===== src/rtl/sha1_with_extra_pad_block_macros.svh =====
// assertion macros shared by the sha1 extra-pad block rtl
// used by files that carry concurrent checks; needs i_clk and i_rst_n in scope
`ifndef SHA1_WITH_EXTRA_PAD_BLOCK_MACROS_SVH
`define SHA1_WITH_EXTRA_PAD_BLOCK_MACROS_SVH

// checked only while out of reset
`define SXP_ASSERT(lbl, prop, msg) \
    lbl: assert property (@(posedge i_clk) disable iff (!i_rst_n) prop) else $error(msg);

// checked on every edge, reset included
`define SXP_ASSERT_ALWAYS(lbl, prop, msg) \
    lbl: assert property (@(posedge i_clk) prop) else $error(msg);

`endif


===== src/rtl/sha1xp_pkg.sv =====
// shared types and constants for the sha1 extra-pad block
// no dependencies
`default_nettype none

package sha1xp_pkg;

    localparam int unsigned ROUNDS = 80;
    localparam int unsigned WORDS  = 5;

    localparam logic [31:0] K_CH   = 32'h5A827999;
    localparam logic [31:0] K_PAR1 = 32'h6ED9EBA1;
    localparam logic [31:0] K_MAJ  = 32'h8F1BBCDC;
    localparam logic [31:0] K_PAR2 = 32'hCA62C1D6;

    localparam logic [31:0] IV0 = 32'h67452301;
    localparam logic [31:0] IV1 = 32'hEFCDAB89;
    localparam logic [31:0] IV2 = 32'h98BADCFE;
    localparam logic [31:0] IV3 = 32'h10325476;
    localparam logic [31:0] IV4 = 32'hC3D2E1F0;

    localparam logic [5:0] POS_LEN     = 6'd60;
    localparam logic [5:0] POS_BUG_LO  = 6'd52;
    localparam logic [5:0] POS_BUG_HI  = 6'd55;
    localparam logic [5:0] POS_TWO_BLK = 6'd56;

    localparam logic [7:0] PAD_MARK = 8'h80;

    // register index decoded from paddr[2]
    localparam logic REG_PAD_BUG = 1'b0;

    typedef enum logic [2:0] {
        S_LOAD,
        S_COMP,
        S_FIN,
        S_PAD,
        S_OUT
    } t_state;

    typedef enum logic [1:0] {
        PH_CH,
        PH_PAR1,
        PH_MAJ,
        PH_PAR2
    } t_phase;

    typedef struct packed {
        logic   start;
        logic   step;
        logic   fin;
        logic   restart;
        t_phase phase;
    } t_rnd_ctl;

    typedef struct packed {
        logic shift;
        logic step;
    } t_sched_ctl;

    typedef logic [WORDS-1:0][31:0] t_chain;

    function automatic t_chain init_chain();
        t_chain c;
        c[0] = IV0;
        c[1] = IV1;
        c[2] = IV2;
        c[3] = IV3;
        c[4] = IV4;
        return c;
    endfunction

endpackage

`default_nettype wire


===== src/rtl/sha1_with_extra_pad_block.sv =====
// sha-1 byte stream hasher with optional extra zero pad block
// input: a byte is taken per cycle while loading; the 64th byte of a block holds input off while
// the block runs its 80 rounds on the shared round unit and then the chaining add
// last byte: pad bytes go in one per cycle, then each padded block (one or two blocks) is
// compressed before the first digest word leaves; words leave one per transfer
// reset: synchronous active low, chain to the initial vector, count to zero, bug enable to 1
`default_nettype none
`include "sha1_with_extra_pad_block_macros.svh"

module sha1_with_extra_pad_block (
    input  wire logic        i_clk,
    input  wire logic        i_rst_n,
    // input stream
    input  wire logic        i_s_tvalid,
    output logic             o_s_tready,
    input  wire logic [7:0]  i_s_tdata,     // [7:0] data_byte
    input  wire logic        i_s_tlast,
    // digest stream
    output logic             o_m_tvalid,
    input  wire logic        i_m_tready,
    output logic [31:0]      o_m_tdata,     // [31:0] digest_word
    output logic [2:0]       o_m_tuser,     // [2:0] word_index
    output logic             o_m_tlast,
    // register port
    input  wire logic        psel,
    input  wire logic        penable,
    input  wire logic        pwrite,
    input  wire logic [2:0]  paddr,
    input  wire logic [31:0] pwdata,
    output logic [31:0]      prdata,
    output logic             pready
);

    sha1xp_pkg::t_state r_state, n_state;
    logic [6:0]  r_round, n_round;
    logic [5:0]  r_pos, n_pos;
    logic [31:0] r_total, n_total;
    logic        r_in_pad, n_in_pad;
    logic        r_hold, n_hold;
    logic        r_mark, n_mark;
    logic        r_len_done, n_len_done;
    logic [2:0]  r_word, n_word;
    logic        r_bug;

    sha1xp_pkg::t_rnd_ctl   rnd_ctl;
    sha1xp_pkg::t_sched_ctl sch_ctl;
    sha1xp_pkg::t_chain     chain;
    logic [31:0] w;
    logic [7:0]  sch_byte, pad_byte;
    logic [31:0] bit_len;
    logic [5:0]  end_pos;
    logic        in_xfer, out_xfer;

    // register port
    assign pready = 1'b1;

    always_ff @(posedge i_clk) begin
        if (!i_rst_n) begin
            r_bug <= 1'b1;
        end else if (psel && penable && pwrite && pready
                     && paddr[2] == sha1xp_pkg::REG_PAD_BUG) begin
            r_bug <= pwdata[0];
        end
    end

    assign prdata = (paddr[2] == sha1xp_pkg::REG_PAD_BUG) ? {31'd0, r_bug} : 32'd0;

    sha1xp_sched u_sched (
        .i_clk  (i_clk),
        .i_ctl  (sch_ctl),
        .i_byte (sch_byte),
        .o_w    (w)
    );

    sha1xp_round u_round (
        .i_clk   (i_clk),
        .i_rst_n (i_rst_n),
        .i_ctl   (rnd_ctl),
        .i_w     (w),
        .o_chain (chain)
    );

    assign o_s_tready = (r_state == sha1xp_pkg::S_LOAD);
    assign o_m_tvalid = (r_state == sha1xp_pkg::S_OUT);
    assign o_m_tdata  = chain[r_word];
    assign o_m_tuser  = r_word;
    assign o_m_tlast  = (r_word == 3'(sha1xp_pkg::WORDS - 1));
    assign in_xfer    = i_s_tvalid && o_s_tready;
    assign out_xfer   = o_m_tvalid && i_m_tready;

    assign bit_len = {r_total[28:0], 3'b000};
    assign end_pos = r_pos + 6'd1;

    // pad stream: marker, zeros, then the length unless this block is held back
    always_comb begin
        if (!r_mark) begin
            pad_byte = sha1xp_pkg::PAD_MARK;
        end else if (r_pos < sha1xp_pkg::POS_LEN || r_hold) begin
            pad_byte = 8'h00;
        end else begin
            case (r_pos[1:0])
                2'd0:    pad_byte = bit_len[31:24];
                2'd1:    pad_byte = bit_len[23:16];
                2'd2:    pad_byte = bit_len[15:8];
                default: pad_byte = bit_len[7:0];
            endcase
        end
    end

    always_ff @(posedge i_clk) begin
        if (!i_rst_n) begin
            r_state    <= sha1xp_pkg::S_LOAD;
            r_round    <= '0;
            r_pos      <= '0;
            r_total    <= '0;
            r_in_pad   <= 1'b0;
            r_hold     <= 1'b0;
            r_mark     <= 1'b0;
            r_len_done <= 1'b0;
            r_word     <= '0;
        end else begin
            r_state    <= n_state;
            r_round    <= n_round;
            r_pos      <= n_pos;
            r_total    <= n_total;
            r_in_pad   <= n_in_pad;
            r_hold     <= n_hold;
            r_mark     <= n_mark;
            r_len_done <= n_len_done;
            r_word     <= n_word;
        end
    end

    always_comb begin
        n_state    = r_state;
        n_round    = r_round;
        n_pos      = r_pos;
        n_total    = r_total;
        n_in_pad   = r_in_pad;
        n_hold     = r_hold;
        n_mark     = r_mark;
        n_len_done = r_len_done;
        n_word     = r_word;
        sch_byte   = i_s_tdata;
        sch_ctl    = '0;
        rnd_ctl    = '0;

        if (r_round < 7'd20) begin
            rnd_ctl.phase = sha1xp_pkg::PH_CH;
        end else if (r_round < 7'd40) begin
            rnd_ctl.phase = sha1xp_pkg::PH_PAR1;
        end else if (r_round < 7'd60) begin
            rnd_ctl.phase = sha1xp_pkg::PH_MAJ;
        end else begin
            rnd_ctl.phase = sha1xp_pkg::PH_PAR2;
        end

        unique case (r_state)
            sha1xp_pkg::S_LOAD: begin
                if (in_xfer) begin
                    sch_ctl.shift = 1'b1;
                    n_pos   = end_pos;
                    n_total = r_total + 32'd1;
                    if (i_s_tlast) begin
                        n_in_pad = 1'b1;
                        n_mark   = 1'b0;
                        // length lands in a later block if no room, or bug mode and end 52..55
                        n_hold   = (end_pos >= sha1xp_pkg::POS_TWO_BLK)
                                || (r_bug && end_pos >= sha1xp_pkg::POS_BUG_LO
                                          && end_pos <= sha1xp_pkg::POS_BUG_HI);
                    end
                    if (r_pos == 6'd63) begin
                        rnd_ctl.start = 1'b1;
                        n_state = sha1xp_pkg::S_COMP;
                    end else if (i_s_tlast) begin
                        n_state = sha1xp_pkg::S_PAD;
                    end
                end
            end
            sha1xp_pkg::S_PAD: begin
                sch_ctl.shift = 1'b1;
                sch_byte = pad_byte;
                n_mark   = 1'b1;
                n_pos    = end_pos;
                if (r_pos == 6'd63) begin
                    n_len_done    = r_mark && !r_hold;
                    n_hold        = 1'b0;
                    rnd_ctl.start = 1'b1;
                    n_state       = sha1xp_pkg::S_COMP;
                end
            end
            sha1xp_pkg::S_COMP: begin
                sch_ctl.step = 1'b1;
                rnd_ctl.step = 1'b1;
                if (r_round == 7'(sha1xp_pkg::ROUNDS - 1)) begin
                    n_round = '0;
                    n_state = sha1xp_pkg::S_FIN;
                end else begin
                    n_round = r_round + 7'd1;
                end
            end
            sha1xp_pkg::S_FIN: begin
                rnd_ctl.fin = 1'b1;
                if (r_len_done) begin
                    n_word  = '0;
                    n_state = sha1xp_pkg::S_OUT;
                end else if (r_in_pad) begin
                    n_state = sha1xp_pkg::S_PAD;
                end else begin
                    n_state = sha1xp_pkg::S_LOAD;
                end
            end
            sha1xp_pkg::S_OUT: begin
                if (out_xfer) begin
                    if (o_m_tlast) begin
                        rnd_ctl.restart = 1'b1;
                        n_total    = '0;
                        n_pos      = '0;
                        n_in_pad   = 1'b0;
                        n_hold     = 1'b0;
                        n_mark     = 1'b0;
                        n_len_done = 1'b0;
                        n_word     = '0;
                        n_state    = sha1xp_pkg::S_LOAD;
                    end else begin
                        n_word = r_word + 3'd1;
                    end
                end
            end
            default: begin
                n_state = sha1xp_pkg::S_LOAD;
            end
        endcase
    end

    `SXP_ASSERT(a_restart_clears, (out_xfer && o_m_tlast) |=> (r_total == 32'd0 && r_pos == 6'd0 && !r_in_pad), "state not cleared after digest")
    `SXP_ASSERT(a_fin_after_rounds, (r_state == sha1xp_pkg::S_FIN) |-> ($past(r_state) == sha1xp_pkg::S_COMP && $past(r_round) == 7'(sha1xp_pkg::ROUNDS - 1)), "chain add without full round count")
    `SXP_ASSERT(a_no_input_in_pad, o_s_tready |-> !r_in_pad, "input taken while padding")
    `SXP_ASSERT(a_len_only_in_pad, r_len_done |-> (r_in_pad && r_mark), "length written outside padding")
    `SXP_ASSERT_ALWAYS(a_word_range, o_m_tvalid |-> (r_word < 3'(sha1xp_pkg::WORDS)), "digest word index out of range")

endmodule

`default_nettype wire


===== src/rtl/sha1xp_sched.sv =====
// message window: bytes shift in, then the sha-1 word expansion runs in place
// depends on sha1xp_pkg
`default_nettype none

module sha1xp_sched (
    input  wire logic                  i_clk,
    input  wire sha1xp_pkg::t_sched_ctl i_ctl,
    input  wire logic [7:0]            i_byte,
    output logic [31:0]                o_w
);

    logic [31:0] r_s [16];
    logic [31:0] expd;

    always_comb begin
        expd = r_s[13] ^ r_s[8] ^ r_s[2] ^ r_s[0];
        expd = {expd[30:0], expd[31]};
    end

    assign o_w = r_s[0];

    // r_s[0] holds the oldest word; the expanded word enters at the top
    always_ff @(posedge i_clk) begin
        if (i_ctl.shift) begin
            for (int i = 0; i < 15; i++) begin
                r_s[i] <= {r_s[i][23:0], r_s[i+1][31:24]};
            end
            r_s[15] <= {r_s[15][23:0], i_byte};
        end else if (i_ctl.step) begin
            for (int i = 0; i < 15; i++) begin
                r_s[i] <= r_s[i+1];
            end
            r_s[15] <= expd;
        end
    end

endmodule

`default_nettype wire


===== src/rtl/sha1xp_round.sv =====
// sha-1 round unit: one round per cycle on a..e while step is set, plus the chaining words
// depends on sha1xp_pkg
`default_nettype none

module sha1xp_round (
    input  wire logic                 i_clk,
    input  wire logic                 i_rst_n,
    input  wire sha1xp_pkg::t_rnd_ctl i_ctl,
    input  wire logic [31:0]          i_w,
    output sha1xp_pkg::t_chain        o_chain
);

    logic [31:0] r_a, r_b, r_c, r_d, r_e;
    sha1xp_pkg::t_chain r_h;
    logic [31:0] f, k, t;

    always_comb begin
        case (i_ctl.phase)
            sha1xp_pkg::PH_CH: begin
                f = (r_b & r_c) | (~r_b & r_d);
                k = sha1xp_pkg::K_CH;
            end
            sha1xp_pkg::PH_PAR1: begin
                f = r_b ^ r_c ^ r_d;
                k = sha1xp_pkg::K_PAR1;
            end
            sha1xp_pkg::PH_MAJ: begin
                f = (r_b & r_c) | (r_b & r_d) | (r_c & r_d);
                k = sha1xp_pkg::K_MAJ;
            end
            default: begin
                f = r_b ^ r_c ^ r_d;
                k = sha1xp_pkg::K_PAR2;
            end
        endcase
        t = {r_a[26:0], r_a[31:27]} + f + r_e + k + i_w;
    end

    always_ff @(posedge i_clk) begin
        if (i_ctl.start) begin
            r_a <= r_h[0];
            r_b <= r_h[1];
            r_c <= r_h[2];
            r_d <= r_h[3];
            r_e <= r_h[4];
        end else if (i_ctl.step) begin
            r_a <= t;
            r_b <= r_a;
            r_c <= {r_b[1:0], r_b[31:2]};
            r_d <= r_c;
            r_e <= r_d;
        end
    end

    always_ff @(posedge i_clk) begin
        if (!i_rst_n) begin
            r_h <= sha1xp_pkg::init_chain();
        end else if (i_ctl.restart) begin
            r_h <= sha1xp_pkg::init_chain();
        end else if (i_ctl.fin) begin
            r_h[0] <= r_h[0] + r_a;
            r_h[1] <= r_h[1] + r_b;
            r_h[2] <= r_h[2] + r_c;
            r_h[3] <= r_h[3] + r_d;
            r_h[4] <= r_h[4] + r_e;
        end
    end

    assign o_chain = r_h;

endmodule

`default_nettype wire


===== config.mk =====
export PLATFORM = sky130hd
export DESIGN_NAME = sha1_with_extra_pad_block
export DESIGN_NICKNAME = d
export VERILOG_FILES = /design/src/rtl/sha1xp_pkg.sv /design/src/rtl/sha1_with_extra_pad_block.sv /design/src/rtl/sha1xp_sched.sv /design/src/rtl/sha1xp_round.sv
export VERILOG_INCLUDE_DIRS = /design/src /design/src/rtl
export SDC_FILE = /design/constraint.sdc
export NUM_CORES = 2
export LEC_CHECK = 0
export BUFFER_PORTS_ARGS = -buffer_cell sky130_fd_sc_hd__buf_2
export CORE_ASPECT_RATIO = 0.6
export CORE_MARGIN = 3
export CORE_UTILIZATION = 58
export DETAILED_ROUTE_END_ITERATION = 8
export HOLD_SLACK_MARGIN = 0.03
export MAX_ROUTING_LAYER = met4
export PLACE_DENSITY = 0.77
export REMOVE_ABC_BUFFERS = 1
export SYNTH_ARGS = -nofsm -noshare
export SYNTH_HDL_FRONTEND = slang
export SYNTH_SLANG_ARGS = --single-unit

===== constraint.sdc =====
create_clock -name i_clk -period 13.27 [get_ports i_clk]
set_input_delay 0.6635 -clock i_clk [delete_from_list [all_inputs] [get_ports i_clk]]
set_output_delay 0.6635 -clock i_clk [all_outputs]
set_load 0.02 [all_outputs]

Yosys cells after proc, flatten, opt, wreduce, memory -nomap -nowiden --
Memory sizes are Yosys's and may differ from the RTL's. Cells that the tools add are included.
Operators by class: $add $sub $neg 13, $lt $le $gt $ge 8, equal/unequal tests 19, multiplexer cells 90, bitwise gates (word level) 31, reductions and logical operators 28
Operators with widths (number):
- $mux 32 | 30
- $add 32x32->32 | 9
- $xor 32x32->32 | 5
- $and 32x32->32 | 4
- $pmux 32 s2 | 2
- $bmux 32 s3 | 1
- $or 32x32->32 | 3
- $pmux 32 s3 | 1
- $mux 3 | 11
- $add 32x1->32 const B | 1
- $not 32->32 | 1
- $mux 1 | 25
- $mux 8 | 3
- $pmux 8 s3 | 1
- $mux 6 | 3
- $pmux 6 s3 | 1
- $or 1x1->1 | 16
- $pmux 3 s5 | 1
- $lt 7x6->1 const B | 2
- $ge 6x6->1 const B | 2
- $reduce_and 4->1 | 3
- $reduce_and 6->1 | 2
- $reduce_and 5->1 | 2
- $logic_and 1x1->1 | 8
- 31 further kinds | 52
Storage, ports and cells: bits in registers 376, RAM bits 512, bits of input ports 51, output and inout bits 71, logic and storage cells 210, memories 1
Memories:
- u_sched.r_s | words 16, width 32, rd ports 16, clocked after memory_dff 0, wr ports 16, line sha1xp_sched.sv:12 | logic [31:0] r_s [16];

Logic depth before layout (Yosys ltp) --
word-level depth 12, mapped depth 27, depth with buffers taken out 25

Cells and area by module --
A second synthesis with hierarchy kept.
Unflattened totals: cell total of the unflattened synthesis 4687, area total of the unflattened synthesis 53881.7 um^2
Modules (own cells, without submodules):
- sha1xp_round | instances 1, cells each 2861, area an instance 25126.6 um^2
- sha1xp_sched | instances 1, cells each 1247, area an instance 24071.8 um^2
- sha1_with_extra_pad_block | instances 1, cells each 579, area an instance 4683.2 um^2

Least setup slack after synthesis --
Ideal clock, no wire load.
path type register to register, start point register r_state[0], end point memory u_sched.r_s[0][0], enable pin, setup time 3.682 ns, data arrival time 9.268 ns, data required time 9.588 ns, setup slack 0.320 ns, stages on the path, launching flop included 6, buffers on the path 1, period minus slack after synthesis 12.950 ns, cells stage by stage dfxtp_1 clkbuf_1 or2_2 nor2_1 nand2_1 nand2_1
RTL lines:
- start, declared | line sha1_with_extra_pad_block.sv:34 | sha1xp_pkg::t_state r_state, n_state;
- start signal, assigned | line sha1_with_extra_pad_block.sv:112 | r_state <= sha1xp_pkg::S_LOAD;
- start signal, assigned | line sha1_with_extra_pad_block.sv:122 | r_state <= n_state;
- end, declared | line sha1xp_sched.sv:12

Final worst setup path --
start point register r_round[5], end point register u_round.r_a[31] (data pin)
On the way: word-level cells in the longest chain between the ends 12, elaborated cells on any way between the ends 17, those cells by class add/sub (4); order compare (3); eq/ne (2); mux (7); reduce/logical (1)
Ends and longest elaborated chain:
- start, declared | line sha1_with_extra_pad_block.sv:35 | logic [6:0] r_round, n_round;
- start signal, assigned | line sha1_with_extra_pad_block.sv:123 | r_round <= n_round;
- $lt 7x6->1 | line sha1_with_extra_pad_block.sv:152 | end else if (r_round < 7'd60) begin
- $mux 1 | line sha1_with_extra_pad_block.sv:152
- $mux 2 | line sha1_with_extra_pad_block.sv:150 | end else if (r_round < 7'd40) begin
- $mux 2 * | line sha1_with_extra_pad_block.sv:148 | if (r_round < 7'd20) begin
- $eq 2x2->1 / $logic_not 2->1 (equally long branches) | line sha1xp_round.sv:18 | case (i_ctl.phase)
- $pmux 32 s2 | line sha1xp_round.sv:18
- $add 32x32->32 (2 in a row) | line sha1xp_round.sv:36 | t = {r_a[26:0], r_a[31:27]} + f + r_e + k + i_w;
- $add 32x32->32 * (2 in a row) | line sha1xp_round.sv:36
- $mux 32 * | line sha1xp_round.sv:46 | end else if (i_ctl.step) begin
- $mux 32 * | line sha1xp_round.sv:40 | if (i_ctl.start) begin
- end signal, assigned | line sha1xp_round.sv:41 | r_a <= r_h[0];
- end signal, assigned | line sha1xp_round.sv:47 | r_a <= t;
- end, declared | line sha1xp_round.sv:13 | logic [31:0] r_a, r_b, r_c, r_d, r_e;
Every way passes the cells marked *; elsewhere a longest branch is shown, timed or not. The select of a mux whose other input is x is not followed. A chain may end at the register's enable or synchronous reset.

==> qor.csv <==
stage;metric;value;unit
sta;hold slack;219;ps
floorplan;IO Count;122;
worst_hold_path;Hold Crit Depth;3;
worst_setup_path;CP max-delay cell;a221oi_1;
clocking;post-CTS setup buffer count;0;
route;DR iter-0 viols;5118;
sta;fmax;128;MHz
grt;first-pass GRT wire length;210;mm
worst_setup_path;Worst Path Buf+Inv;5;
route;DRT antenna net count;0;
placed_design;Cell Area, Placed;52700;sq um
route;detailed-route DRC error count;0;
clocking;Clock Root Buffer;clkbuf_16;
synth;Yosys warnings;0;
worst_setup_path;signal arrival time at the worst endpoint;8200;ps
worst_setup_path;crit start category;flip-flop;
worst_setup_path;worst setup path class;reg2reg;
synth;Unique masters post-synth;108;
clocking;CTS tree;yes;
worst_setup_path;crit path max fanout;32;
worst_setup_path;length in cells of the worst reg-to-reg path;25;
clocking;clock latency on the worst-skew pair;700;ps
sta;Worst Tran Pin Value;1380;ps
synth;fraction of registers with async set/reset;0;%
placed_design;dpl hpwl;93.2;mm
route;routed via count;40500;
layout;Final #Nets;5970;
clocking;post-cts sizing count;0;
floorplan;Row Count;84;
route;Post-Route WL;135;mm
sta;hold violation count in the final report;0;
grt;initial antenna violation count;4;
synth;Synth Flop Type;edfxtp_1;
synth;post-synth top area share;39.0;%
worst_setup_path;critical path depth;25;
route;vias per cell;5.93;
grt;Tot GR Track Use;29.6;%
grt;largest net degree at the start of global routing;227;
route;TritonRoute pass-1 iters;6;
worst_hold_path;Worst Hold Class;in2reg;
synth;flops & latches, synth;885;
job;max cap viols;0;
clocking;largest buffer count on any clock path;3;
clocking;hold buffers post-CTS;0;
layout;final instance area;55500;sq um
sta;Setup Skew;27.3;ps
floorplan;die height;237;um
worst_setup_path;Setup crit end kind;flip-flop;
sta;Setup Viol. Count Final;0;
outcome;status;finished, final reports clean;
placed_design;port buffer count;56;
clocking;H-tree depth;3;
floorplan;Initial Util;58.7;%
clocking;CTS sink count;885;
sta;Worst slew margin;7.72;%
synth;EDFF count, synth;672;
grt;grt ovf;0;
grt;vias in the first global route;37300;
synth;Cells after Synth;5669;
floorplan;DIE AREA;92800;sq um
synth;Syn Area/Cell;9.12;sq um
sta;RSZ-0062 raised after global routing;no;
clocking;CTS Buf Count;84;
layout;area grow syn2layout;7.46;%
worst_setup_path;Largest delay share family, worst path;compound AO/OA/AOI/OAI gates;
layout;fill count;7182;
floorplan;core area;88000;sq um
synth;leading post-synthesis cells by cell area;edfxtp_1, nand2_1, dfxtp_1, ha_1, fa_1;
route;Avg WL per Cell;19.8;um
placed_design;routability cong.;1.01;
synth;mapped cell area;51700;sq um
synth;Synth area leader;edfxtp_1;
layout;fraction of layout cells with a size suffix above 1;5.71;%
synth;Seq/Total Area, Yosys;47.3;%
worst_setup_path;WP data required;13660;ps
sta;max-slew violation count;0;
sta;minimum clock period;7810;ps
floorplan;die outline width;391;um
worst_setup_path;Max stage delay on crit path;640;ps
clocking;Reg clk slew, reported paths;70;ps
sta;Final Cycle Share;58.8;%
## final timing paths
path                            slack, ps               to       start
worst min register to register        480         r_in_pad    r_in_pad
worst max-delay path                 5460  u_round.r_a[31]  r_round[5]
worst max register to register       5460  u_round.r_a[31]  r_round[5]
worst min-delay path                  220            r_bug   pwdata[0]
## layer usage
metal	up-vias	global-route usage, %	routed length [um]	share of wire (%)
li1	19100	-	-	-
met1	19400	44.0	61100	45
met4	0	6.19	2700	2.0
met5	-	-	0	0
met3	203	10.2	16700	12
met2	1739	38.9	54300	40
## layout make-up
class / instances / area, sq um / area share, %
multi-input cells: 4282 / 25300 / 45.6
flip-flops and latches: 885 / 24400 / 44.0
clock buffers: 103 / 2240 / 4.03
well taps: 1161 / 1450 / 2.62
inverters: 239 / 897 / 1.62
repair buffers: 97 / 626 / 1.13
clock inverters: 53 / 553 / 0.996
diodes: 3 / 7.51 / 0.0135
## tightest hold or removal path, cell delays in order
cell	delay, ps
buf_2	80
mux2i_1	60
nand2_1	60
## logic make-up after synthesis
| group | count (synthesis) | share of synthesized area [%] |
|---|---|---|
| AOI/OAI and AO/OA | 960 | 11.9 |
| xor gates and xnor gates | 259 | 4.39 |
| adders and majority gates | 331 | 9.83 |
| buffers and inverters | 532 | 4.12 |
| DFF | 885 | 47.3 |
| muxes | 103 | 2.10 |
| other | 2 | 0.0145 |
| and+or+nand+nor | 2597 | 20.3 |
## synth_stat cells, drive strengths merged, types with 10 or more instances
master and n:
dfxtp 213, buf 53, nor2 205, or2 10, a211oi 35, inv 239
a221o 15, nand2 2075, ha 205, a21o 62, and2 18, a211o 15
a31oi 14, nand4 32, xor2 78, xnor2 181, o21ai 241, a22oi 26
clkbuf 238, o31ai 20, and4 10, or3 20, and3 28, nand3 52
nor2b 29, nor3 51, edfxtp 672, fa 125, o22ai 36, mux2 33
o211ai 52, o21bai 23, o21a 32, mux2i 69, a21oi 306, a21boi 12
nand2b 36
## layout by cell type (no fill, tap or decap), types with 35 or more instances in the layout
cell | Yosys | routed
edfxtp_1 | 672 | 672
clkbuf_16 | 0 | 86
xnor2_1 | 181 | 181
o21ai_0 | 222 | 222
nor2_1 | 205 | 202
nand2_1 | 2075 | 2071
a21o_1 | 60 | 59
o211ai_1 | 50 | 50
inv_1 | 239 | 239
a21oi_1 | 305 | 304
fa_1 | 125 | 125
dfxtp_1 | 213 | 210
nand3_1 | 52 | 52
buf_2 | 1 | 56
ha_1 | 205 | 205
buf_4 | 32 | 38
xor2_1 | 78 | 78
mux2i_1 | 69 | 69
nor3_1 | 50 | 49
o22ai_1 | 36 | 36
nand2b_1 | 36 | 35
## stage by stage
stage	TNS, ps	cells	setup slack [ps]	utilization, %
after floorplan	-999380	5406	-5260	-
after global placement	0	6664	5830	59.9
after detailed placement	0	6664	5720	59.9
after CTS	0	6820	5650	63.1
after global routing	0	6823	5100	63.1
final	0	6823	5460	63.1
## registers in the layout, indices dropped and copies added, names as in the netlist, 3 cells and up
signal           cells
u_sched.r_s        512
u_round.o_chain    160
u_round.r_a         32
u_round.r_b         32
u_round.r_c         32
u_round.r_d         32
u_round.r_e         32
r_total             29
r_round              7
r_pos                6
o_m_tuser            3
r_state              3
Power is not shown: default switching activity piles up to over one toggle a cycle in this logic, so the estimate is an artifact.
